[src/rtl/core/qnf_pkg.sv]
// ----------------------------------------------------------------------------
// qnf_pkg
// Shared sizes, codes, types and helpers of the quantized network evaluator.
// ----------------------------------------------------------------------------
package qnf_pkg;

  localparam int INPUT_WIDTH  = 512;
  localparam int SECOND_WIDTH = 32;
  localparam int THIRD_WIDTH  = 32;
  localparam int PHASES       = 8;
  localparam int LANES        = 8;
  localparam int GROUPS       = SECOND_WIDTH / LANES;

  localparam int IN_AW  = $clog2(INPUT_WIDTH);
  localparam int CNT_W  = $clog2(INPUT_WIDTH + 1);
  localparam int PH_W   = $clog2(PHASES);
  localparam int LANE_W = $clog2(LANES);
  localparam int GRP_W  = $clog2(GROUPS);
  localparam int S2_W   = $clog2(SECOND_WIDTH);
  localparam int S3_W   = $clog2(THIRD_WIDTH);
  localparam int J_W    = $clog2(((SECOND_WIDTH > THIRD_WIDTH) ? SECOND_WIDTH
                                                            : THIRD_WIDTH) + 1);

  localparam int FIFO_DEPTH = 4;
  localparam int FIFO_AW    = $clog2(FIFO_DEPTH);
  localparam int FIFO_CW    = $clog2(FIFO_DEPTH + 1);

  localparam int SUM_W     = 48;
  localparam int ACC_W     = 50;
  localparam int DIV_W     = 52;
  localparam int DIV_STEPS = 4;
  localparam int DIV_CYC   = DIV_W / DIV_STEPS;
  localparam int DIVC_W    = $clog2(DIV_CYC + 1);

  localparam logic [2:0] SEL_B2 = 3'd0;
  localparam logic [2:0] SEL_W2 = 3'd1;
  localparam logic [2:0] SEL_B3 = 3'd2;
  localparam logic [2:0] SEL_W3 = 3'd3;
  localparam logic [2:0] SEL_WO = 3'd4;
  localparam logic [2:0] SEL_BO = 3'd5;

  localparam logic [2:0] REG_CLIP     = 3'd0;
  localparam logic [2:0] REG_SCR_DIV  = 3'd1;
  localparam logic [2:0] REG_L2_SCALE = 3'd2;
  localparam logic [2:0] REG_L3_SCALE = 3'd3;
  localparam logic [2:0] REG_FINAL    = 3'd4;

  typedef enum logic [1:0] {
    KIND_DROP,
    KIND_LOAD,
    KIND_ELEM
  } kind_t;

  typedef struct packed {
    kind_t              kind;
    logic [2:0]         phase;
    logic [2:0]         sel;
    logic [13:0]        idx;
    logic signed [47:0] value;
    logic signed [31:0] element;
    logic               last;
  } item_t;

  typedef struct packed {
    logic [15:0] clip;
    logic [15:0] scr_div;
    logic [15:0] l2_scale;
    logic [15:0] l3_scale;
    logic [15:0] final_scale;
  } cfg_t;

  typedef struct packed {
    logic             start;
    logic             neg;
    logic [DIV_W-1:0] mag;
    logic [15:0]      divisor;
  } div_req_t;

  function automatic logic [15:0] nz16(input logic [15:0] v);
    nz16 = (v == 16'd0) ? 16'd1 : v;
  endfunction

  function automatic logic signed [SUM_W-1:0] sat_sum(input logic signed [SUM_W:0] v);
    if (v[SUM_W] != v[SUM_W-1]) begin
      sat_sum = v[SUM_W] ? {1'b1, {(SUM_W-1){1'b0}}} : {1'b0, {(SUM_W-1){1'b1}}};
    end else begin
      sat_sum = v[SUM_W-1:0];
    end
  endfunction

  function automatic logic signed [SUM_W-1:0] sat_quot(input logic signed [DIV_W-1:0] v);
    if (v[DIV_W-1:SUM_W-1] == '0 || v[DIV_W-1:SUM_W-1] == '1) begin
      sat_quot = v[SUM_W-1:0];
    end else begin
      sat_quot = v[DIV_W-1] ? {1'b1, {(SUM_W-1){1'b0}}} : {1'b0, {(SUM_W-1){1'b1}}};
    end
  endfunction

  function automatic logic [15:0] relu16(input logic signed [DIV_W-1:0] v);
    if (v[DIV_W-1]) begin
      relu16 = 16'd0;
    end else if (|v[DIV_W-2:16]) begin
      relu16 = 16'hFFFF;
    end else begin
      relu16 = v[15:0];
    end
  endfunction

endpackage

[src/rtl/core/qnf_front.sv]
// ----------------------------------------------------------------------------
// qnf_front
// Request intake: classifies each request and queues it for the back end.
// ----------------------------------------------------------------------------
module qnf_front (
  input  logic               clk,
  input  logic               rst_n,
  input  logic               start,
  output logic               busy,
  input  logic               in_mode,
  input  logic [2:0]         in_phase,
  input  logic [2:0]         in_table_select,
  input  logic [13:0]        in_table_index,
  input  logic signed [47:0] in_table_value,
  input  logic signed [31:0] in_element_value,
  input  logic               in_last,
  output qnf_pkg::item_t     head,
  output logic               head_valid,
  input  logic               pop
);
  import qnf_pkg::*;

  item_t              fifo_r [FIFO_DEPTH];
  logic [FIFO_AW-1:0] wr_ptr_r;
  logic [FIFO_AW-1:0] rd_ptr_r;
  logic [FIFO_CW-1:0] count_r;
  logic               push;
  logic               idx_ok;
  item_t              item;

  always_comb begin
    unique case (in_table_select)
      SEL_B2:  idx_ok = int'(in_table_index) < SECOND_WIDTH;
      SEL_W2:  idx_ok = int'(in_table_index) < SECOND_WIDTH * INPUT_WIDTH;
      SEL_B3:  idx_ok = int'(in_table_index) < THIRD_WIDTH;
      SEL_W3:  idx_ok = int'(in_table_index) < THIRD_WIDTH * SECOND_WIDTH;
      SEL_WO:  idx_ok = int'(in_table_index) < THIRD_WIDTH;
      SEL_BO:  idx_ok = in_table_index == 14'd0;
      default: idx_ok = 1'b0;
    endcase
  end

  always_comb begin
    item.phase   = in_phase;
    item.sel     = in_table_select;
    item.idx     = in_table_index;
    item.value   = in_table_value;
    item.element = in_element_value;
    item.last    = in_last;
    if (in_mode) begin
      item.kind = KIND_ELEM;
    end else if (idx_ok && int'(in_phase) < PHASES) begin
      item.kind = KIND_LOAD;
    end else begin
      item.kind = KIND_DROP;
    end
  end

  assign busy       = count_r == FIFO_CW'(FIFO_DEPTH);
  assign push       = start && !busy;
  assign head_valid = count_r != '0;
  assign head       = fifo_r[rd_ptr_r];

  always_ff @(posedge clk) begin
    if (!rst_n) begin
      wr_ptr_r <= '0;
      rd_ptr_r <= '0;
      count_r  <= '0;
    end else begin
      if (push) begin
        wr_ptr_r <= wr_ptr_r + 1'b1;
      end
      if (pop) begin
        rd_ptr_r <= rd_ptr_r + 1'b1;
      end
      if (push && !pop) begin
        count_r <= count_r + 1'b1;
      end else if (!push && pop) begin
        count_r <= count_r - 1'b1;
      end
    end
  end

  always_ff @(posedge clk) begin
    if (push) begin
      fifo_r[wr_ptr_r] <= item;
    end
  end

endmodule

[config.mk]
export PLATFORM = sky130hd
export DESIGN_NAME = qnf_front
export DESIGN_NICKNAME = d
export VERILOG_FILES = /design/src/rtl/core/qnf_pkg.sv /design/src/rtl/core/qnf_front.sv
export SDC_FILE = /design/constraint.sdc
export NUM_CORES = 1
export LEC_CHECK = 0
export ABC_CLOCK_PERIOD_IN_PS = 3900
export BUFFER_PORTS_ARGS = -buffer_cell sky130_fd_sc_hd__clkbuf_2
export CORE_UTILIZATION = 50
export CTS_CLUSTER_DIAMETER = 40
export CTS_CLUSTER_SIZE = 8
export DETAILED_ROUTE_END_ITERATION = 16
export PLACE_DENSITY = 0.71
export SETUP_SLACK_MARGIN = 0.02
export SYNTH_ARGS = -nofsm -noshare
export SYNTH_HDL_FRONTEND = slang
export SYNTH_SLANG_ARGS = --single-unit
export TNS_END_PERCENT = 100
[constraint.sdc]
create_clock -name clk -period 3.9 [get_ports clk]
set_input_delay 0.39 -clock clk [delete_from_list [all_inputs] [get_ports clk]]
set_output_delay 0.39 -clock clk [all_outputs]
set_load 0.02 [all_outputs]
Yosys cells after proc, flatten, opt, wreduce, memory -nomap -nowiden
Memories as Yosys holds them, arrays and structs flattened. A register that Yosys moved wholly into a read port is not among the register bits.
Cells that the tools add are included.
- mux-type cells: 9
- $add $sub $neg: 4
- reduce and logical (&&, ||, !) cells: 11
- equality and inequality tests: 6
- magnitude comparators: 2
- operator list (cell ; number):
    14-bit logical NOT ; 1
    14-bit by 11-bit less-than comparator with 1-bit output (second input constant) ; 1
    14-bit by 6-bit less-than comparator with 1-bit output (second input constant) ; 1
    3-bit equality test (second input constant) ; 3
    3-bit by 2-bit equality test with 1-bit output (second input constant) ; 2
    2-bit two-way mux ; 3
    3-bit two-way mux ; 2
    2-bit by 1-bit adder with 2-bit output (second input constant) ; 2
    1-bit case mux with 4 select lines ; 1
    3-bit by 1-bit adder with 3-bit output (second input constant) ; 1
    3-bit by 1-bit equality test with 1-bit output (second input constant) ; 1
    1-bit logical AND ; 3
    1-bit logical NOT ; 3
    3-bit logical NOT ; 1
    1-bit two-way mux ; 3
    3-bit nonzero test ; 1
    3-bit OR reduction ; 1
    3-bit by 1-bit subtractor with 3-bit output (second input constant) ; 1
    2-bit nonzero test ; 1
- output and inout port bits: 105
- word-level logic and storage cells: 36
- register bits after elaboration: 7
- memories: 1
- input bits: 106
- memory bits (writable): 412
- memory list (memory ; words ; bits a word ; rd ports ; clocked after memory_dff ; wr ports ; line ; source):
    fifo_r ; 4 ; 103 ; 1 ; 1 ; 1 ; qnf_front.sv:23 ; item_t fifo_r [FIFO_DEPTH];

Logic depth before layout (Yosys ltp)
- depth in word-level cells: 7
- mapped depth: 10

Worst setup path after synthesis
OpenSTA, ideal clock, no wires.
- path kind: flip-flop to flip-flop
- start: register count_r[0]
- end: memory fifo_r[0][0] in the netlist's numbering (enable)
- arrival: 3141 ps
- required time: 3426 ps
- setup time: 474 ps
- path slack: 285 ps
- clock period less this slack: 3615 ps
- cell stages (with the launch flop): 4
- cell sequence: dfxtp_1 -> or3b_2 -> clkbuf_1 -> and3_1
- word-level cells in the longest chain between the ends: 5
- RTL lines (item ; line ; source):
    from (decl) ; qnf_front.sv:26 ; logic [FIFO_CW-1:0] count_r;
    from (signal assigned) ; qnf_front.sv:77 ; count_r <= count_r + 1'b1;
    from (signal assigned) ; qnf_front.sv:79 ; count_r <= count_r - 1'b1;
    3-bit equality test ; qnf_front.sv:59 ; assign busy = count_r == FIFO_CW'(FIFO_DEPTH);
    1-bit logical NOT ; qnf_front.sv:60 ; assign push = start && !busy;
    1-bit logical AND ; qnf_front.sv:60 ;
    1-bit two-way mux ; qnf_front.sv:85 ; if (push) begin
    1-bit two-way mux (not written as such) ; qnf_front.sv:86 ; fifo_r[wr_ptr_r] <= item;
    to (decl) ; qnf_front.sv:23 ;
No other way between the ends.

==> flow_summary.json <==
{
  "outcome": "complete, no violations",
  "number_of_endpoints_with_negative_hold_slack_in_the_final_report": 0,
  "clock_sinks": 421,
  "cts_tree": "done",
  "synth-async-reset-ratio_pct": 0,
  "post-dp-hpwl_mm": 16.7,
  "yosys.area.top_type_share_pct": 80.8,
  "cts.clk_slew.worst_paths_ps": 50,
  "power_frac_clock_pct": 40.9,
  "synth_enable_flop_cells": 412,
  "slew_violations": 0,
  "timing.hold.worst_path_depth": 1,
  "grt_setup_unrepaired": "no",
  "postCtsSetupBuffers": 0,
  "finalNetCount": 969,
  "combPwrFrac_pct": 12.1,
  "combined_area_of_the_multi_input_logic_cells_mm2": 0.00264,
  "floorplan.initialDensity_pct": 51.2,
  "layout.area.seq_mm2": 0.0126,
  "synthMostInstantiatedCell": "edfxtp_1",
  "cp-start-kind": "flop",
  "gr-usage-all-layers_pct": 18.5,
  "tightest_slew_ps": 914,
  "vias": 7004,
  "arrival_time_at_the_worst_endpoint_ps": 2500,
  "netSwitchingPower_mw": 2.69,
  "worstSetupEndpointType": "primary output",
  "yosys_register_bits": 421,
  "clock_tree.htree_level_count": 2,
  "placementRows": 63,
  "finalSetupTns_ps": 0,
  "max_freq_mhz": 346,
  "first_pass_grt_wire_length_mm": 42.8,
  "holdCritPathClass": "input port to flop",
  "timing.max_slew.rel_slack_pct": 39.1,
  "first_iter_violations": 576,
  "power.density_mw_per_mm2": 627,
  "placement.setup.worst_slack_ps": 1520,
  "final.setup.worst_slack_ps": 1010,
  "synth_cells": 597,
  "num_io_pins": 211,
  "ys_top_cells_by_area": "edfxtp_1, mux4_2, dfxtp_1, ha_1, buf_2",
  "crit_fanout": 33,
  "die_area_mm2": 0.0313,
  "cts_hold_buf": 0,
  "number_of_antenna_violations_at_the_first_check_in_global_routing": 2,
  "fp.dieW_um": 177,
  "max_cap_violations": 0,
  "grt_start_max_net_pins": 66,
  "die_y_um": 177,
  "leading_register_cell_type_out_of_synthesis": "edfxtp_1",
  "gp_routability_congestion": 0.704,
  "netlist_area_mm2": 0.0153,
  "routedWlPerCell_um": 22.1,
  "worst_clock_skew_ps": 14.4,
  "route.detailed.drc": 0,
  "clock_buffer_count_from_cts": 61,
  "timing.final.crit_period_ps": 2890,
  "drtPass1Iterations": 5,
  "yosys.cell_types.count": 25,
  "avgViaCountPerCell": 5.47,
  "areaGrowthSynthToFinish_pct": 22.2,
  "internal-power_mw": 9.03,
  "synthesis.area_per_instance_um2": 25.6,
  "p_seq_share_pct": 47.0,
  "first_global_vias": 7646,
  "vdd.ir_drop.worst_v": 0.000397,
  "fin_crit_sh_pct": 74.1,
  "fillCellCount": 2024,
  "total_nets_after_synthesis": 709,
  "core_mm2": 0.0299,
  "finalSetupViolCount": 0,
  "power_switching_share_pct": 23.0,
  "ys_top_cells_by_count": "edfxtp_1, mux4_2, buf_2, clkbuf_1, dfxtp_1",
  "global_route.overflow_total": 0,
  "port_buffers": 210,
  "power_mw": 11.7,
  "clock_insertion_delay_at_the_later_pin_of_the_skew_report_ps": 560,
  "critPathKind": "flop to primary output",
  "cts-resized-gates": 0,
  "clock_tree.buffer_depth": 3,
  "clock-root-buffer": "clkbuf_16",
  "p_leak_nw": 6.39,
  "synth-seq-area-share_pct": 82.0,
  "synth.yosys.warnings": 0,
  "post-synth-top-area-cell": "edfxtp_1",
  "post_route_cells_drive_above_1_share_pct": 45.2,
  "rr_worst_depth": 3,
  "ant_nets": 0,
  "final_routed_wirelength_across_all_metal_layers_mm": 28.3,
  "worst-endpoint-required_ps": 3510
}
==> cell families (layout without fill, tap and decap cells) <==
kind of cell,after synthesis,count (layout),synth area share [%]
AO/OA/AOI/OAI,10,10,0.425
AND/OR/NAND/NOR,20,20,0.727
adder cells (fa/ha/maj),6,6,0.539
flip-flops,421,421,82.0
other,0,1,0
buffers and inverters,32,324,0.874
XOR/XNOR,4,4,0.229
multiplexers,104,104,15.2
==> metrics by stage <==
step	cells	cell area (um^2)	hold WS (ps)	util, %
5_1_grt	1279	18700	28.3	62.6
6_report	1280	18700	47.7	62.6
2_1_floorplan	597	15300	462	-
3_5_place_dp	1184	16900	490	56.7
4_1_cts	1279	18700	22.4	62.6
3_3_place_gp	1184	16900	479	56.7
==> worst paths after layout <==
check | endpoint | slack (ps) | start
hold / removal | fifo_r[3][74] | 50 | in_table_value[41]
hold reg to reg | count_r[2] | 500 | count_r[2]
setup / recovery | head[26] | 1010 | flop
setup reg to reg | fifo_r[0][45] | 1660 | count_r[0]
==> registers in the layout, summed over array words and instances (netlist names), named ones only <==
register  cells
count_r       3
rd_ptr_r      2
wr_ptr_r      2
fifo_r      412
==> power by group through the flow <==
stage          logic (mW)  registers [mW]  clock network, mW
6_report             1.42            5.51               4.80
5_1_grt              1.53            5.54               5.07
2_1_floorplan       0.944            5.56                  0
3_5_place_dp         1.45            5.60                  0
4_1_cts              1.46            5.51               4.90
3_3_place_gp         1.43            5.58                  0
==> routing by layer <==
metal | up-vias | global-route usage [%] | wire (um)
met5 | - | 0 | 26
met4 | 4 | 5.14 | 468
met3 | 44 | 5.67 | 2510
met2 | 257 | 29.9 | 13800
met1 | 3598 | 24.3 | 11500
li1 | 3101 | - | -
==> layout make-up <==
| cell class | count | area share (%) |
|---|---|---|
| Sequential cell | 421 | 67.1 |
| Timing Repair Buffer | 221 | 6.46 |
| Multi-Input combinational cell | 144 | 14.1 |
| Tap cell | 390 | 2.61 |
| Clock inverter | 9 | 0.642 |
| Inverter | 8 | 0.160 |
| Antenna cell | 1 | 0.0134 |
| Clock buffer | 86 | 8.88 |
==> cell usage in the layout (no fill, tap or decap), types with 2 or more instances in the layout <==
master,netlist,final
edfxtp_1,412,412
clkbuf_2,0,210
mux4_2,103,103
clkbuf_16,0,63
clkbuf_1,9,23
inv_1,8,8
nor2_1,7,7
dfxtp_1,9,7
buf_12,0,6
ha_1,5,5
buf_4,0,5
o21ai_0,4,4
a21oi_1,4,4
and3_4,0,4
xor2_1,3,3
clkinv_1,0,3
bufinv_16,0,3
or3_1,2,2
nand3_1,2,2
dfxtp_4,0,2
clkinv_2,0,2
==> worst max-delay path, stage by stage (launching register included) <==
cell	delay [ps]
dfxtp_4	790
buf_12	340
mux4_2	580
clkbuf_2	180
Note: power is estimated with default switching activity, not from simulation.
