`src/rtl/core/qnf_pkg.sv`:
```
// ----------------------------------------------------------------------------
// qnf_pkg
// Shared sizes, codes, types and helpers of the quantized network evaluator.
// ----------------------------------------------------------------------------
package qnf_pkg;

  localparam int INPUT_WIDTH  = 512;
  localparam int SECOND_WIDTH = 32;
  localparam int THIRD_WIDTH  = 32;
  localparam int PHASES       = 8;
  localparam int LANES        = 8;
  localparam int GROUPS       = SECOND_WIDTH / LANES;

  localparam int IN_AW  = $clog2(INPUT_WIDTH);
  localparam int CNT_W  = $clog2(INPUT_WIDTH + 1);
  localparam int PH_W   = $clog2(PHASES);
  localparam int LANE_W = $clog2(LANES);
  localparam int GRP_W  = $clog2(GROUPS);
  localparam int S2_W   = $clog2(SECOND_WIDTH);
  localparam int S3_W   = $clog2(THIRD_WIDTH);
  localparam int J_W    = $clog2(((SECOND_WIDTH > THIRD_WIDTH) ? SECOND_WIDTH
                                                            : THIRD_WIDTH) + 1);

  localparam int FIFO_DEPTH = 4;
  localparam int FIFO_AW    = $clog2(FIFO_DEPTH);
  localparam int FIFO_CW    = $clog2(FIFO_DEPTH + 1);

  localparam int SUM_W     = 48;
  localparam int ACC_W     = 50;
  localparam int DIV_W     = 52;
  localparam int DIV_STEPS = 4;
  localparam int DIV_CYC   = DIV_W / DIV_STEPS;
  localparam int DIVC_W    = $clog2(DIV_CYC + 1);

  localparam logic [2:0] SEL_B2 = 3'd0;
  localparam logic [2:0] SEL_W2 = 3'd1;
  localparam logic [2:0] SEL_B3 = 3'd2;
  localparam logic [2:0] SEL_W3 = 3'd3;
  localparam logic [2:0] SEL_WO = 3'd4;
  localparam logic [2:0] SEL_BO = 3'd5;

  localparam logic [2:0] REG_CLIP     = 3'd0;
  localparam logic [2:0] REG_SCR_DIV  = 3'd1;
  localparam logic [2:0] REG_L2_SCALE = 3'd2;
  localparam logic [2:0] REG_L3_SCALE = 3'd3;
  localparam logic [2:0] REG_FINAL    = 3'd4;

  typedef enum logic [1:0] {
    KIND_DROP,
    KIND_LOAD,
    KIND_ELEM
  } kind_t;

  typedef struct packed {
    kind_t              kind;
    logic [2:0]         phase;
    logic [2:0]         sel;
    logic [13:0]        idx;
    logic signed [47:0] value;
    logic signed [31:0] element;
    logic               last;
  } item_t;

  typedef struct packed {
    logic [15:0] clip;
    logic [15:0] scr_div;
    logic [15:0] l2_scale;
    logic [15:0] l3_scale;
    logic [15:0] final_scale;
  } cfg_t;

  typedef struct packed {
    logic             start;
    logic             neg;
    logic [DIV_W-1:0] mag;
    logic [15:0]      divisor;
  } div_req_t;

  function automatic logic [15:0] nz16(input logic [15:0] v);
    nz16 = (v == 16'd0) ? 16'd1 : v;
  endfunction

  function automatic logic signed [SUM_W-1:0] sat_sum(input logic signed [SUM_W:0] v);
    if (v[SUM_W] != v[SUM_W-1]) begin
      sat_sum = v[SUM_W] ? {1'b1, {(SUM_W-1){1'b0}}} : {1'b0, {(SUM_W-1){1'b1}}};
    end else begin
      sat_sum = v[SUM_W-1:0];
    end
  endfunction

  function automatic logic signed [SUM_W-1:0] sat_quot(input logic signed [DIV_W-1:0] v);
    if (v[DIV_W-1:SUM_W-1] == '0 || v[DIV_W-1:SUM_W-1] == '1) begin
      sat_quot = v[SUM_W-1:0];
    end else begin
      sat_quot = v[DIV_W-1] ? {1'b1, {(SUM_W-1){1'b0}}} : {1'b0, {(SUM_W-1){1'b1}}};
    end
  endfunction

  function automatic logic [15:0] relu16(input logic signed [DIV_W-1:0] v);
    if (v[DIV_W-1]) begin
      relu16 = 16'd0;
    end else if (|v[DIV_W-2:16]) begin
      relu16 = 16'hFFFF;
    end else begin
      relu16 = v[15:0];
    end
  endfunction

endpackage

```
`src/rtl/core/qnf_div.sv`:
```
// ----------------------------------------------------------------------------
// qnf_div
// Shared sign-magnitude divider, four restoring steps per cycle.
// ----------------------------------------------------------------------------
module qnf_div (
  input  logic                             clk,
  input  logic                             rst_n,
  input  qnf_pkg::div_req_t                req,
  output logic                             done,
  output logic signed [qnf_pkg::DIV_W-1:0] quot
);
  import qnf_pkg::*;

  logic              busy_r;
  logic              done_r;
  logic [DIVC_W-1:0] cnt_r;
  logic [DIV_W-1:0]  q_r;
  logic [DIV_W-1:0]  q_nxt;
  logic [15:0]       rem_r;
  logic [15:0]       rem_nxt;
  logic [15:0]       d_r;
  logic              neg_r;

  always_comb begin
    logic [16:0]      rem_v;
    logic [DIV_W-1:0] q_v;
    rem_v = {1'b0, rem_r};
    q_v   = q_r;
    for (int s = 0; s < DIV_STEPS; s++) begin
      rem_v = {rem_v[15:0], q_v[DIV_W-1]};
      q_v   = {q_v[DIV_W-2:0], 1'b0};
      if (rem_v >= {1'b0, d_r}) begin
        rem_v  = rem_v - {1'b0, d_r};
        q_v[0] = 1'b1;
      end
    end
    q_nxt   = q_v;
    rem_nxt = rem_v[15:0];
  end

  always_ff @(posedge clk) begin
    if (!rst_n) begin
      busy_r <= 1'b0;
      done_r <= 1'b0;
      cnt_r  <= '0;
    end else begin
      done_r <= 1'b0;
      if (req.start) begin
        busy_r <= 1'b1;
        cnt_r  <= DIVC_W'(DIV_CYC);
      end else if (busy_r) begin
        cnt_r <= cnt_r - 1'b1;
        if (cnt_r == DIVC_W'(1)) begin
          busy_r <= 1'b0;
          done_r <= 1'b1;
        end
      end
    end
  end

  always_ff @(posedge clk) begin
    if (req.start) begin
      q_r   <= req.mag;
      rem_r <= '0;
      d_r   <= req.divisor;
      neg_r <= req.neg;
    end else if (busy_r) begin
      q_r   <= q_nxt;
      rem_r <= rem_nxt;
    end
  end

  assign done = done_r;
  assign quot = neg_r ? -$signed(q_r) : $signed(q_r);

endmodule

```
`config.mk`:
```
export PLATFORM = sky130hd
export DESIGN_NAME = qnf_div
export DESIGN_NICKNAME = d
export VERILOG_FILES = /design/src/rtl/core/qnf_pkg.sv /design/src/rtl/core/qnf_div.sv
export SDC_FILE = /design/constraint.sdc
export NUM_CORES = 1
export LEC_CHECK = 0
export BUFFER_PORTS_ARGS = -buffer_cell sky130_fd_sc_hd__buf_2
export CAP_MARGIN = 20
export CORE_MARGIN = 2
export CORE_UTILIZATION = 40
export CTS_BUF_LIST = sky130_fd_sc_hd__clkbuf_4
export DETAILED_ROUTE_END_ITERATION = 6
export GPL_ROUTABILITY_DRIVEN = 0
export GPL_TIMING_DRIVEN = 1
export PLACE_DENSITY = 0.67
export SKIP_LAST_GASP = 1
export SYNTH_ARGS = -nofsm -noshare
export SYNTH_HDL_FRONTEND = slang
export SYNTH_SLANG_ARGS = --single-unit
```
`constraint.sdc`:
```
create_clock -name clk -period 15.3 [get_ports clk]
set_clock_uncertainty 0.05 [all_clocks]
set_input_delay 3.06 -clock clk [delete_from_list [all_inputs] [get_ports clk]]
set_output_delay 3.06 -clock clk [all_outputs]
set_load 0.02 [all_outputs]
```
Word level (Yosys, flattened, before mapping)

Cells that the tools add are included.

Flip-flop bits (word level): 91
Output and inout port bits: 53
Word-level logic and storage cells: 41

Add/sub/neg operators: 6
$lt $le $gt $ge: 4
Equality and inequality tests: 1
Mux-type cells: 17
Bitwise operators: 2
Reductions and logical operators: 3

Operators with widths:

| kind                                             | number |
|---|---|
| two-way mux 52 bit                               | 3 |
| >= comparator 17 x 16 -> 1 bit                   | 4 |
| two-way mux 16 bit                               | 4 |
| subtractor 16 bit                                | 4 |
| negation 52 bit                                  | 1 |
| two-way mux 1 bit                                | 8 |
| two-way mux 4 bit                                | 2 |
| == test 4 x 1 -> 1 bit, second input constant    | 1 |
| subtractor 4 x 1 -> 4 bit, second input constant | 1 |
| OR reduction 3 bit                               | 1 |
| inverter 1 bit                                   | 2 |
| nonzero test 2 bit                               | 1 |
| OR reduction 2 bit                               | 1 |

Depth between registers and ports, before layout

Gate-level depths: netlist of run 1.

Depth after elaboration: 10
Mapped depth: 49
Gate-level depth less buffers: 45

Least setup slack after synthesis of run 1

Ideal clock, no wire load.

Kind: reg2reg
From: reg d_r[4]
To: reg rem_r[1]
Arrival time: 10.012 ns
Required time: 15.128 ns
Slack: 5.116 ns
Stages on the path, launching flop included: 47
Path buffers: 5
Cells stage by stage: edfxtp_1 > inv_1 > ha_1 > a21o_1 > a211o_1 > o21ai_0 > a211oi_1 > nor2_1 > clkbuf_1 > buf_1 > nor2_1 > a21oi_1 > inv_1 > ha_1 > nor2b_1 > o31a_1 > o31ai_1 > a211oi_1 > (+11 left out) > a21oi_1 > nand2b_1 > o21ai_2 > buf_2 > mux2_2 > ha_1 > or2_2 > a21oi_1 > inv_1 > o211ai_1 > a41oi_1 > nor2b_1 > a211oi_1 > o21ai_0 > a311oi_2 > buf_2 > nor3_1 > a311o_1

Cells in the longest elaborated chain, start to end: 8

Ends and longest elaborated chain:

| element                                                                    | line                         | RTL |
|---|---|---|
| start: declaration                                                         | qnf_div.sv:21                | `logic [15:0] d_r;` |
| start signal: assignment                                                   | qnf_div.sv:65                | `d_r <= req.divisor;` |
| subtractor 16 bit / >= comparator 17 x 16 -> 1 bit (equally long branches) | qnf_div.sv:33, qnf_div.sv:32 |  |
| two-way mux 16 bit                                                         | qnf_div.sv:32                | `if (rem_v >= {1'b0, d_r}) begin` |
| subtractor 16 bit / >= comparator 17 x 16 -> 1 bit (equally long branches) | qnf_div.sv:33, qnf_div.sv:32 |  |
| two-way mux 16 bit                                                         | qnf_div.sv:32                |  |
| >= comparator 17 x 16 -> 1 bit / subtractor 16 bit (equally long branches) | qnf_div.sv:32, qnf_div.sv:33 |  |
| two-way mux 16 bit                                                         | qnf_div.sv:32                |  |
| subtractor 16 bit / >= comparator 17 x 16 -> 1 bit (equally long branches) | qnf_div.sv:33, qnf_div.sv:32 |  |
| two-way mux 16 bit (*)                                                     | qnf_div.sv:32                |  |
| end signal: assignment                                                     | qnf_div.sv:69                | `rem_r <= rem_nxt;` |
| end: declaration                                                           | qnf_div.sv:19                | `logic [15:0] rem_r;` |

Every way passes the cells marked *; elsewhere a longest branch is shown, timed or not.
A chain may end at the register's enable or synchronous reset.

Worst setup path after layout of run 1

From: reg d_r[1]
To: reg rem_r[1]

Same word-level chain as after synthesis.

==> run_results.csv, run 1 <==
group,metric,value,unit
yosys,ys_warn_count,0,
grt,grtUsageTotal,19.6,%
drt,routed_wl,21100,um
floorplanning,start_util,40.8,%
sta,min_period_over_period,73.3,%
sta,setup_viol,0,
sta,report.final.slew_viol_count,0,
grt,grt_pass1_vias,6910,
clock_network,insertion_delay,0.50,ns
clock_network,cts.sinks,91,
clock_network,path_clk_slew,0.13,ns
clock_network,cts.path.max_buffers,2,
drt,route.vias.total,7084,
yosys,syn-num-nets,1024,
sta,hold_viol_final,0,
drt,wire_per_inst,16.6,um
grt,grt_overflow_total,0,
layout,drive_gt1_share,24.8,%
layout,num-fill-cells,1960,
sta,rsz0062_at_grt,"false",
critical_path,worstPathRequired,15.62,ns
critical_path,critical_path_class,"flop to flop",
yosys,synth_area,0.00826,mm^2
critical_path,critPathLaunchType,"flop",
grt,grt_max_degree,60,
floorplanning,ios,125,
clock_network,numCtsBuffers,9,
critical_path,cp_data_arrival_time,11.53,ns
clock_network,post_cts_buffers,0,
clock_network,ctsResizeCount,0,
yosys,async_reset_ff_share,0,%
yosys,synth_cell_type_count,65,
critical_path,cp_slowest_cell,"a2111oi_0",
sta,slew_headroom,36.5,%
grt,grt_pass1_wl,34200,um
sta,period_needed,11.21,ns
run_status,status,"complete, no violations",
sta,achievable-frequency,0.0892,GHz
clock_network,cts_tree,"built",
floorplanning,core-area,0.0202,mm^2
layout,syn_to_final_growth,12.4,%
yosys,ys.flop_type,"edfxtp_1",
yosys,avgSynthCellArea,9.38,um^2
drt,antenna_left,0,
clock_network,hold_buffers,0,
layout,layout.nets,1136,
grt,antenna_found_initial,2,
yosys,ys_ff_latch,91,
critical_path,cpMostUsedCell,"a21oi_1",
worst_hold_path,hold_class,"flop to flop",
critical_path,endpoint_kind,"flop",
sta,tns,0,ns
drt,viasPerCell,5.58,
floorplanning,die_h,148,um
floorplanning,dieArea,0.0218,mm^2
drt,drc,0,
clock_network,ctsHtreeMaxLevel,3,
place,io_buffers,124,
yosys,synth-edff-count,69,
yosys,synthCells,881,
critical_path,cp_max_fo,25,
run,drv_cap,0,
critical_path,cpPeakStageDelay,0.60,ns
drt,dr.pass1.iters,5,
sta,worst_slew_pin_slew,0.952,ns
drt,first_iter_violations,301,
place,place_hpwl,16500,um
floorplanning,die_w,148,um
clock_network,cts_root_buf,"clkbuf_4",
floorplanning,num_rows,52,
yosys,yosysSeqAreaShare,30.4,%
## flip-flops by register name, summed over array words and instances (netlist names)
| name | cells |
|---|---|
| neg_r | 1 |
| rem_r | 16 |
| done | 1 |
| q_r | 52 |
| busy_r | 1 |
| d_r | 16 |
| cnt_r | 4 |
## cells by family after synthesis
family | Yosys count | synth area share, %
AO/OA/AOI/OAI | 211 | 16.7
multiplexers | 91 | 12.2
XOR/XNOR | 102 | 10.8
flip-flops | 91 | 30.4
adder cells (fa/ha/maj) | 71 | 11.1
AND/OR/NAND/NOR | 236 | 15.1
buffers and inverters | 79 | 3.68
## cell usage in the layout, fill, tap and decap left out, types with 5 or more instances in the layout
master    instances
buf_2           123
xnor2_1          82
mux2_2           75
edfxtp_1         69
ha_1             67
nor2_1           65
a21oi_1          58
nand2_1          51
inv_1            48
o21ai_0          44
dfxtp_1          22
xor2_1           20
a21o_1           19
a211oi_1         17
o31ai_1          16
mux2i_1          16
nor3_1           15
nand2b_1         13
nand3_1          12
or2_2            11
clkbuf_4         11
nand4_1          10
nor2b_1           9
or4_1             9
o21bai_1          8
or3_1             8
o41ai_1           8
buf_4             8
nor4_1            7
nor3b_1           6
o21a_1            5
## worst max-delay path, delay by kind of cell (launching register included)
kind            cells  cell delay [ns]
buf+inv             6             1.21
compound gates     25             7.02
flops               1             0.45
simple gates        8             1.08
fa+ha+maj           4             1.25
## area by class of cell
cell class	count	area (um^2)	share of cell area, %
diodes	2	5.00	0.0539
inverters	49	184	1.98
flip-flops and latches	91	2510	27.1
clock buffers	11	82.6	0.889
repair buffers	131	676	7.27
clock inverters	5	32.5	0.350
well taps	270	338	3.64
multi-input cells	711	5460	58.8
## per-layer routing
metal / GRT usage [%] / up-vias / wire length, um
li1: - / 3481 / -
met4: 7.69 / 0 / 581
met1: 25.7 / 3342 / 9480
met2: 32.5 / 222 / 9890
met5: 0 / - / 0
met3: 2.90 / 39 / 1120
## Yosys cell counts, types with 3 or more instances
cell	instances	area, um^2
dfxtp_1	22	440
a21o_1	19	143
nand2b_1	13	81.3
mux2i_1	16	160
o41ai_1	8	70.1
buf_2	3	15.0
nand3_1	12	60.1
nor2b_1	9	56.3
a31oi_1	3	18.8
a21oi_1	58	290
nor3b_1	6	45.0
o21ai_0	44	220
nand4_1	10	62.6
o211ai_1	4	30.0
a2111oi_0	3	26.3
or4_1	9	67.6
nor2_1	65	244
and3_1	4	25.0
or3_1	8	50.1
ha_1	67	838
a211oi_1	17	128
mux2_2	75	845
or2_2	11	68.8
clkbuf_1	25	93.8
xor2_1	20	175
nand2_1	51	191
edfxtp_1	69	2070
nor4_1	7	43.8
fa_1	4	80.1
xnor2_1	82	718
inv_1	48	180
a211o_1	4	35.0
o21a_1	5	37.5
o31ai_1	16	120
nor3_1	15	75.1
o21bai_1	8	60.1
o31a_1	4	35.0
## path summary, 6_finish.rpt
| kind | from | endpoint | slack [ns] | depth (start not counted) |
|---|---|---|---|---|
| worst max-delay path | d_r[1] | rem_r[1] | 4.09 | 43 |
| worst min-delay path | cnt_r[1] | cnt_r[1] | 0.48 | 2 |
| worst max register to register | d_r[1] | rem_r[1] | 4.09 | 43 |
| worst min register to register | cnt_r[1] | cnt_r[1] | 0.48 | 2 |
## stage by stage
stage | util, % | instance area, um^2 | hold WS [ns] | setup slack, ns | std cells
floorplan | - | 8260 | 0.418 | 5.12 | 881
global placement | 45.3 | 9170 | 0.434 | 4.76 | 1252
detailed placement | 45.3 | 9170 | 0.456 | 4.32 | 1252
CTS | 45.9 | 9280 | 0.485 | 4.21 | 1268
global route | 45.9 | 9290 | 0.527 | 2.84 | 1270
finish | 45.9 | 9290 | 0.480 | 4.09 | 1270
Power of run 1 is not shown: default switching activity piles up to over one toggle a cycle in this logic, so the estimate is an artifact.
==> run 2: changes to the inputs <==
--- a/config.mk
+++ b/config.mk
@@ -5,6 +5,7 @@
 export SDC_FILE = /design/constraint.sdc
 export NUM_CORES = 1
 export LEC_CHECK = 0
+export ABC_AREA = 1
 export BUFFER_PORTS_ARGS = -buffer_cell sky130_fd_sc_hd__buf_2
 export CAP_MARGIN = 20
 export CORE_MARGIN = 2
==> constraint.sdc (replaced) <==
create_clock -name clk -period 10.95 [get_ports clk]
set_clock_uncertainty 0.05 [all_clocks]
set_input_delay 2.19 -clock clk [delete_from_list [all_inputs] [get_ports clk]]
set_output_delay 2.19 -clock clk [all_outputs]
set_load 0.02 [all_outputs]
==> run 2 against run 1 <==
Net effect: fmax up 25%; count of clock-buffer cells in the layout down 2; area after synthesis increased by 8.0%; global-route usage up 2.9 points; synthesized cell count increased by 48%; die area is 7.8% higher; critical endpoint is now rem_r[7].
==> run_results.csv, run 2 <==
group,metric,value,unit
clock_network,hold_buffers,0,
yosys,synth_area,0.00893,mm^2
sta,slew_headroom,46.7,%
clock_network,ctsHtreeMaxLevel,3,
yosys,synth-xor-area-share,9.62,%
clock_network,cts.path.max_buffers,2,
yosys,ys_warn_count,0,
yosys,syn-num-nets,1449,
clock_network,path_clk_slew,0.15,ns
critical_path,cp_top_family,"simple AND/OR/NAND/NOR gates",
grt,grt_pass1_vias,8333,
clock_network,numCtsBuffers,9,
clock_network,ctsResizeCount,0,
drt,antenna_left,0,
sta,report.final.slew_viol_count,0,
sta,tns,0,ns
floorplanning,die_h,153,um
yosys,synth_top_family_by_area,"simple AND/OR/NAND/NOR gates",
grt,antenna_found_initial,3,
drt,first_iter_violations,836,
layout,regMostFlops,"q_r",
critical_path,cpMostUsedCell,"nand2_1",
run_status,status,"complete, no violations",
yosys,yosysSeqAreaShare,28.1,%
critical_path,cp_max_fo,24,
drt,dr.pass1.iters,6,
place,place_hpwl,21300,um
place,io_buffers,124,
critical_path,cpPeakStageDelay,0.51,ns
layout,post-route-cell-area,0.00994,mm^2
critical_path,worstPathRequired,11.29,ns
yosys,synth-simple-area-share,29.7,%
grt,grt_overflow_total,0,
floorplanning,dieArea,0.0235,mm^2
layout,top_regs,"q_r: 52 flops, d_r: 16 flops, rem_r: 16 flops",
drt,drc,0,
sta,period_needed,8.97,ns
yosys,synth_top_area_share,23.2,%
layout,layout.nets,1555,
drt,wire_per_inst,15.9,um
sta,setup_viol,0,
grt,grt_max_degree,82,
critical_path,cp_slowest_cell,"edfxtp_1",
drt,routed_wl,27000,um
yosys,synth-compound-area-share,11.4,%
grt,grtUsageTotal,22.4,%
yosys,avgSynthCellArea,6.83,um^2
clock_network,insertion_delay,0.49,ns
yosys,synth_top_area_cell,"edfxtp_1",
yosys,synth_top_cells_by_count,"nand2_1 (363), inv_1 (201), nand3_1 (100)",
sta,achievable-frequency,0.111,GHz
sta,fin_hold_ws,0.441,ns
critical_path,critical_path_class,"flop to flop",
layout,most-common-layout-cells,"nand2_1 (363), inv_1 (200), buf_2 (123)",
floorplanning,num_rows,54,
place,placed_area,0.00976,mm^2
layout,syn_to_final_growth,11.3,%
critical_path,crit_buf_inv,6,
critical_path,cp_data_arrival_time,9.31,ns
floorplanning,die_w,153,um
sta,min_period_over_period,82.0,%
clock_network,post_cts_buffers,0,
yosys,ys.flop_type,"edfxtp_1",
floorplanning,core-area,0.0219,mm^2
yosys,synth-edff-count,69,
clock_network,cts_root_buf,"clkbuf_4",
floorplanning,start_util,40.8,%
clock_network,cts.sinks,91,
layout,final_common_cell,"nand2_1",
sta,rsz0062_at_grt,"false",
sta,worst_slew_pin_slew,0.799,ns
drt,viasPerCell,5.23,
critical_path,critPathLaunchType,"flop",
yosys,synth_mux_area_share,0,%
yosys,synth_fa_ha_area_share,10.3,%
yosys,post-synth-top-count-cell,"nand2_1",
clock_network,cts_tree,"built",
sta,hold_viol_final,0,
grt,grt_pass1_wl,42400,um
yosys,ys_top_cells_by_area,"edfxtp_1 (23%), nand2_1 (15%), ha_1 (9.4%)",
layout,largest_register_ffs,52,
yosys,async_reset_ff_share,0,%
critical_path,endpoint_kind,"flop",
yosys,synth_cell_type_count,46,
yosys,synthCells,1306,
run,drv_cap,0,
worst_hold_path,hold_class,"flop to flop",
floorplanning,ios,125,
drt,route.vias.total,8882,
yosys,ys_ff_latch,91,
layout,num-fill-cells,2287,
layout,drive_gt1_share,12.6,%
==> run 2: cell count changes after synthesis, sizes merged, moves of 54 or more <==
cell   change
xor2      +54
nand2    +327
mux2      -75
xnor2     -58
nand3     +91
inv      +163
==> run 2: path summary, 6_finish.rpt <==
check	from	to	slack (ns)	depth (start not counted)
max	d_r[1]	rem_r[7]	1.98	45
min	cnt_r[3]	cnt_r[3]	0.44	2
max reg2reg	d_r[1]	rem_r[7]	1.98	45
min reg2reg	cnt_r[3]	cnt_r[3]	0.44	2
==> run 2: logic make-up (layout without fill, tap and decap cells) <==
kind of cell	after synthesis	count (layout)
xor+xnor	98	98
flops	91	91
buf+inv	245	355
fa+ha+maj	71	71
simple gates	616	616
compound gates	185	185
other cells	0	3
==> run 2: area by class of cell <==
cell class | instances | area [um^2] | area share (%)
clock buffers | 9 | 67.6 | 0.680
clock inverters | 6 | 96.3 | 0.970
repair buffers | 129 | 661 | 6.65
multi-input cells | 970 | 5450 | 54.8
flip-flops and latches | 91 | 2510 | 25.3
inverters | 211 | 792 | 7.97
diodes | 3 | 7.51 | 0.0756
well taps | 280 | 350 | 3.53
==> run 2: per-layer routing <==
layer | vias up | global-route usage [%] | wire [um]
met5 | - | 0 | 0
met4 | 0 | 7.91 | 835
met2 | 311 | 35.7 | 12200
met3 | 56 | 3.91 | 1840
met1 | 4055 | 30.7 | 12100
li1 | 4460 | - | -
==> run 2: stage by stage <==
step	worst slack (ns)	utilization, %	instances
finish	1.98	45.4	1699
global route	1.14	45.4	1699
CTS	2.09	45.3	1695
detailed placement	2.10	44.6	1680
global placement	2.27	44.6	1680
floorplan	3.79	-	1306
==> run 2: worst min-delay path, stage by stage, from the launching register on <==
cell and delay [ns]:
dfxtp_1 0.34, nand2_1 0.06, a31oi_1 0.06
Power of run 2 is left out for the same reason.
==> run 3: changes to the inputs <==
--- a/config.mk
+++ b/config.mk
@@ -5,7 +5,7 @@
 export SDC_FILE = /design/constraint.sdc
 export NUM_CORES = 1
 export LEC_CHECK = 0
-export ABC_AREA = 1
+export ABC_AREA = 0
 export BUFFER_PORTS_ARGS = -buffer_cell sky130_fd_sc_hd__buf_2
 export CAP_MARGIN = 20
 export CORE_MARGIN = 2
@@ -14,7 +14,7 @@
 export DETAILED_ROUTE_END_ITERATION = 6
 export GPL_ROUTABILITY_DRIVEN = 0
 export GPL_TIMING_DRIVEN = 1
-export PLACE_DENSITY = 0.67
+export PLACE_DENSITY = 0.7
 export SKIP_LAST_GASP = 1
 export SYNTH_ARGS = -nofsm -noshare
 export SYNTH_HDL_FRONTEND = slang
==> constraint.sdc (replaced) <==
create_clock -name clk -period 8.2 [get_ports clk]
set_clock_uncertainty 0.05 [all_clocks]
set_input_delay 1.64 -clock clk [delete_from_list [all_inputs] [get_ports clk]]
set_output_delay 1.64 -clock clk [all_outputs]
set_load 0.02 [all_outputs]
==> run 3 against run 2 <==
Net effect: via count decreased by 5.3%; critical path depth decreased by 1; wire length increased by 2.4%; count of clock-buffer cells in the layout increased by 1; flip-flop and latch count unchanged; worst setup slack got worse by 2.5 ns; sequential share of layout area decreased by 4.4 points; die area decreased by 7.2%; first-iteration DRC count decreased by 26%; global-route usage increased by 2.2 points; the flow now finishes with violations (negative setup slack).
==> run_results.csv, run 3 (synthesis results as in run 1) <==
group,metric,value,unit
run_status,status,"complete, but fails checks",
run_status,violations,"negative setup slack",
drt,routed_wl,27600,um
critical_path,cpPeakStageDelay,0.41,ns
sta,achievable-frequency,0.115,GHz
drt,first_iter_violations,615,
grt,antenna_found_initial,2,
clock_network,ctsHtreeMaxLevel,3,
critical_path,critical_path_class,"flop to flop",
sta,setup_viol,17,
critical_path,worstPathRequired,8.49,ns
grt,grt_pass1_wl,42700,um
sta,min_period_over_period,106,%
drt,route.vias.total,8410,
grt,grt_overflow_total,0,
clock_network,insertion_delay,0.48,ns
floorplanning,core-area,0.0202,mm^2
drt,antenna_left,0,
sta,period_needed,8.69,ns
clock_network,cts.path.max_buffers,2,
floorplanning,die_w,148,um
layout,regMostFlops,"q_r",
worst_hold_path,hold_class,"flop to flop",
critical_path,cp_slowest_cell,"edfxtp_1",
clock_network,cts.sinks,91,
floorplanning,die_h,148,um
clock_network,hold_buffers,0,
place,io_buffers,124,
critical_path,endpoint_kind,"flop",
layout,fin_cells,1523,
sta,rsz0062_at_grt,"true",
layout,top_regs,"q_r: 52 flops, d_r: 16 flops, rem_r: 16 flops",
clock_network,numCtsBuffers,9,
drt,wire_per_inst,18.1,um
drt,dr.pass1.iters,5,
grt,grtUsageTotal,24.6,%
clock_network,cts_tree,"built",
layout,syn_to_final_growth,45.9,%
critical_path,cp_top_family,"compound AO/OA/AOI/OAI gates",
place,place_hpwl,19800,um
critical_path,cp.depth,44,
sta,slew_headroom,38.4,%
critical_path,cpMostUsedCell,"o211ai_1",
critical_path,crit_buf_inv,8,
sta,finalWorstSetupSlack,-0.490,ns
layout,largest_register_ffs,52,
grt,grt_max_degree,68,
critical_path,cp_max_fo,6,
drt,drc,0,
clock_network,path_clk_slew,0.16,ns
floorplanning,dieArea,0.0218,mm^2
sta,hold_viol_final,0,
drt,viasPerCell,5.52,
clock_network,cts_root_buf,"clkbuf_4",
critical_path,cp_data_arrival_time,8.98,ns
run,drv_cap,0,
layout,layout.nets,1388,
floorplanning,ios,125,
grt,grt_pass1_vias,8315,
floorplanning,start_util,40.8,%
layout,most-common-layout-cells,"buf_4 (245), buf_2 (123), xnor2_1 (82)",
critical_path,critPathLaunchType,"flop",
floorplanning,num_rows,52,
sta,worst_slew_pin_slew,0.925,ns
layout,drive_gt1_share,47.8,%
layout,final_common_cell,"buf_4",
worst_hold_path,hold_depth,2,
place,dp.cells,1447,
critical_path,worst-r2r-cell-count,44,
sta,report.final.slew_viol_count,0,
[run 3: changes by cell type in the layout (fill, tap and decap cells not counted), moves of 18 or more]
cell	before	now
buf_4	6	245
inv_1	200	41
nor2_1	83	57
nand2_1	363	50
mux2_2	0	70
o21ai_0	89	30
xnor2_1	24	82
ha_4	0	18
nand3_1	100	9
ha_1	67	46
xor2_1	74	20
[run 3: stage by stage]
stage	util (%)	setup slack, ns	TNS [ns]	instance area (um^2)	hold slack, ns
3_5_place_dp	53.7	-0.775	-11.64	10900	0.462
2_1_floorplan	-	-0.454	-7.06	8490	0.418
6_report	59.6	-0.490	-6.10	12100	0.471
4_1_cts	58.7	-0.279	-3.58	11900	0.482
5_1_grt	59.6	-0.875	-12.91	12100	0.532
3_3_place_gp	53.7	-0.550	-7.86	10900	0.438
[run 3: layout make-up]
| class | count | area (um^2) |
|---|---|---|
| fillers | 1599 | 8180 |
| diodes | 3 | 7.51 |
| well taps | 270 | 338 |
| clock buffers | 10 | 75.1 |
| clock inverters | 6 | 56.3 |
| repair buffers | 382 | 2660 |
| inverters | 49 | 184 |
| flip-flops and latches | 91 | 2510 |
| multi-input cells | 712 | 6220 |
[run 3: timing repair]
| item | CTS | global route |
|---|---|---|
| cloned | 3 | 0 |
| endpoints found under the setup margin | 17 | 17 |
| pin swaps | 40 | 42 |
| gates resized for setup | 96 | 27 |
| setup buffers | 48 | 8 |
[run 3: path summary, 6_finish.rpt]
path | slack (ns) | to | start
hold / removal | 0.47 | cnt_r[1] | cnt_r[1]
setup reg to reg | -0.49 | rem_r[5] | d_r[4]
hold reg to reg | 0.47 | cnt_r[1] | cnt_r[1]
setup / recovery | -0.49 | rem_r[5] | d_r[4]
[run 3: per-layer routing]
layer	track usage, %	routed length (um)	vias up
met1	33.1	11700	4012
met2	41.1	13200	328
li1	-	-	3980
met5	0	0	-
met3	2.53	1800	90
met4	9.23	956	0
[run 3: worst min-delay path: stages, from the launching register on]
cell       delay [ns]
dfxtp_1          0.35
nor2_1           0.08
a2111oi_0        0.06
Power of run 3 is left out for the same reason.
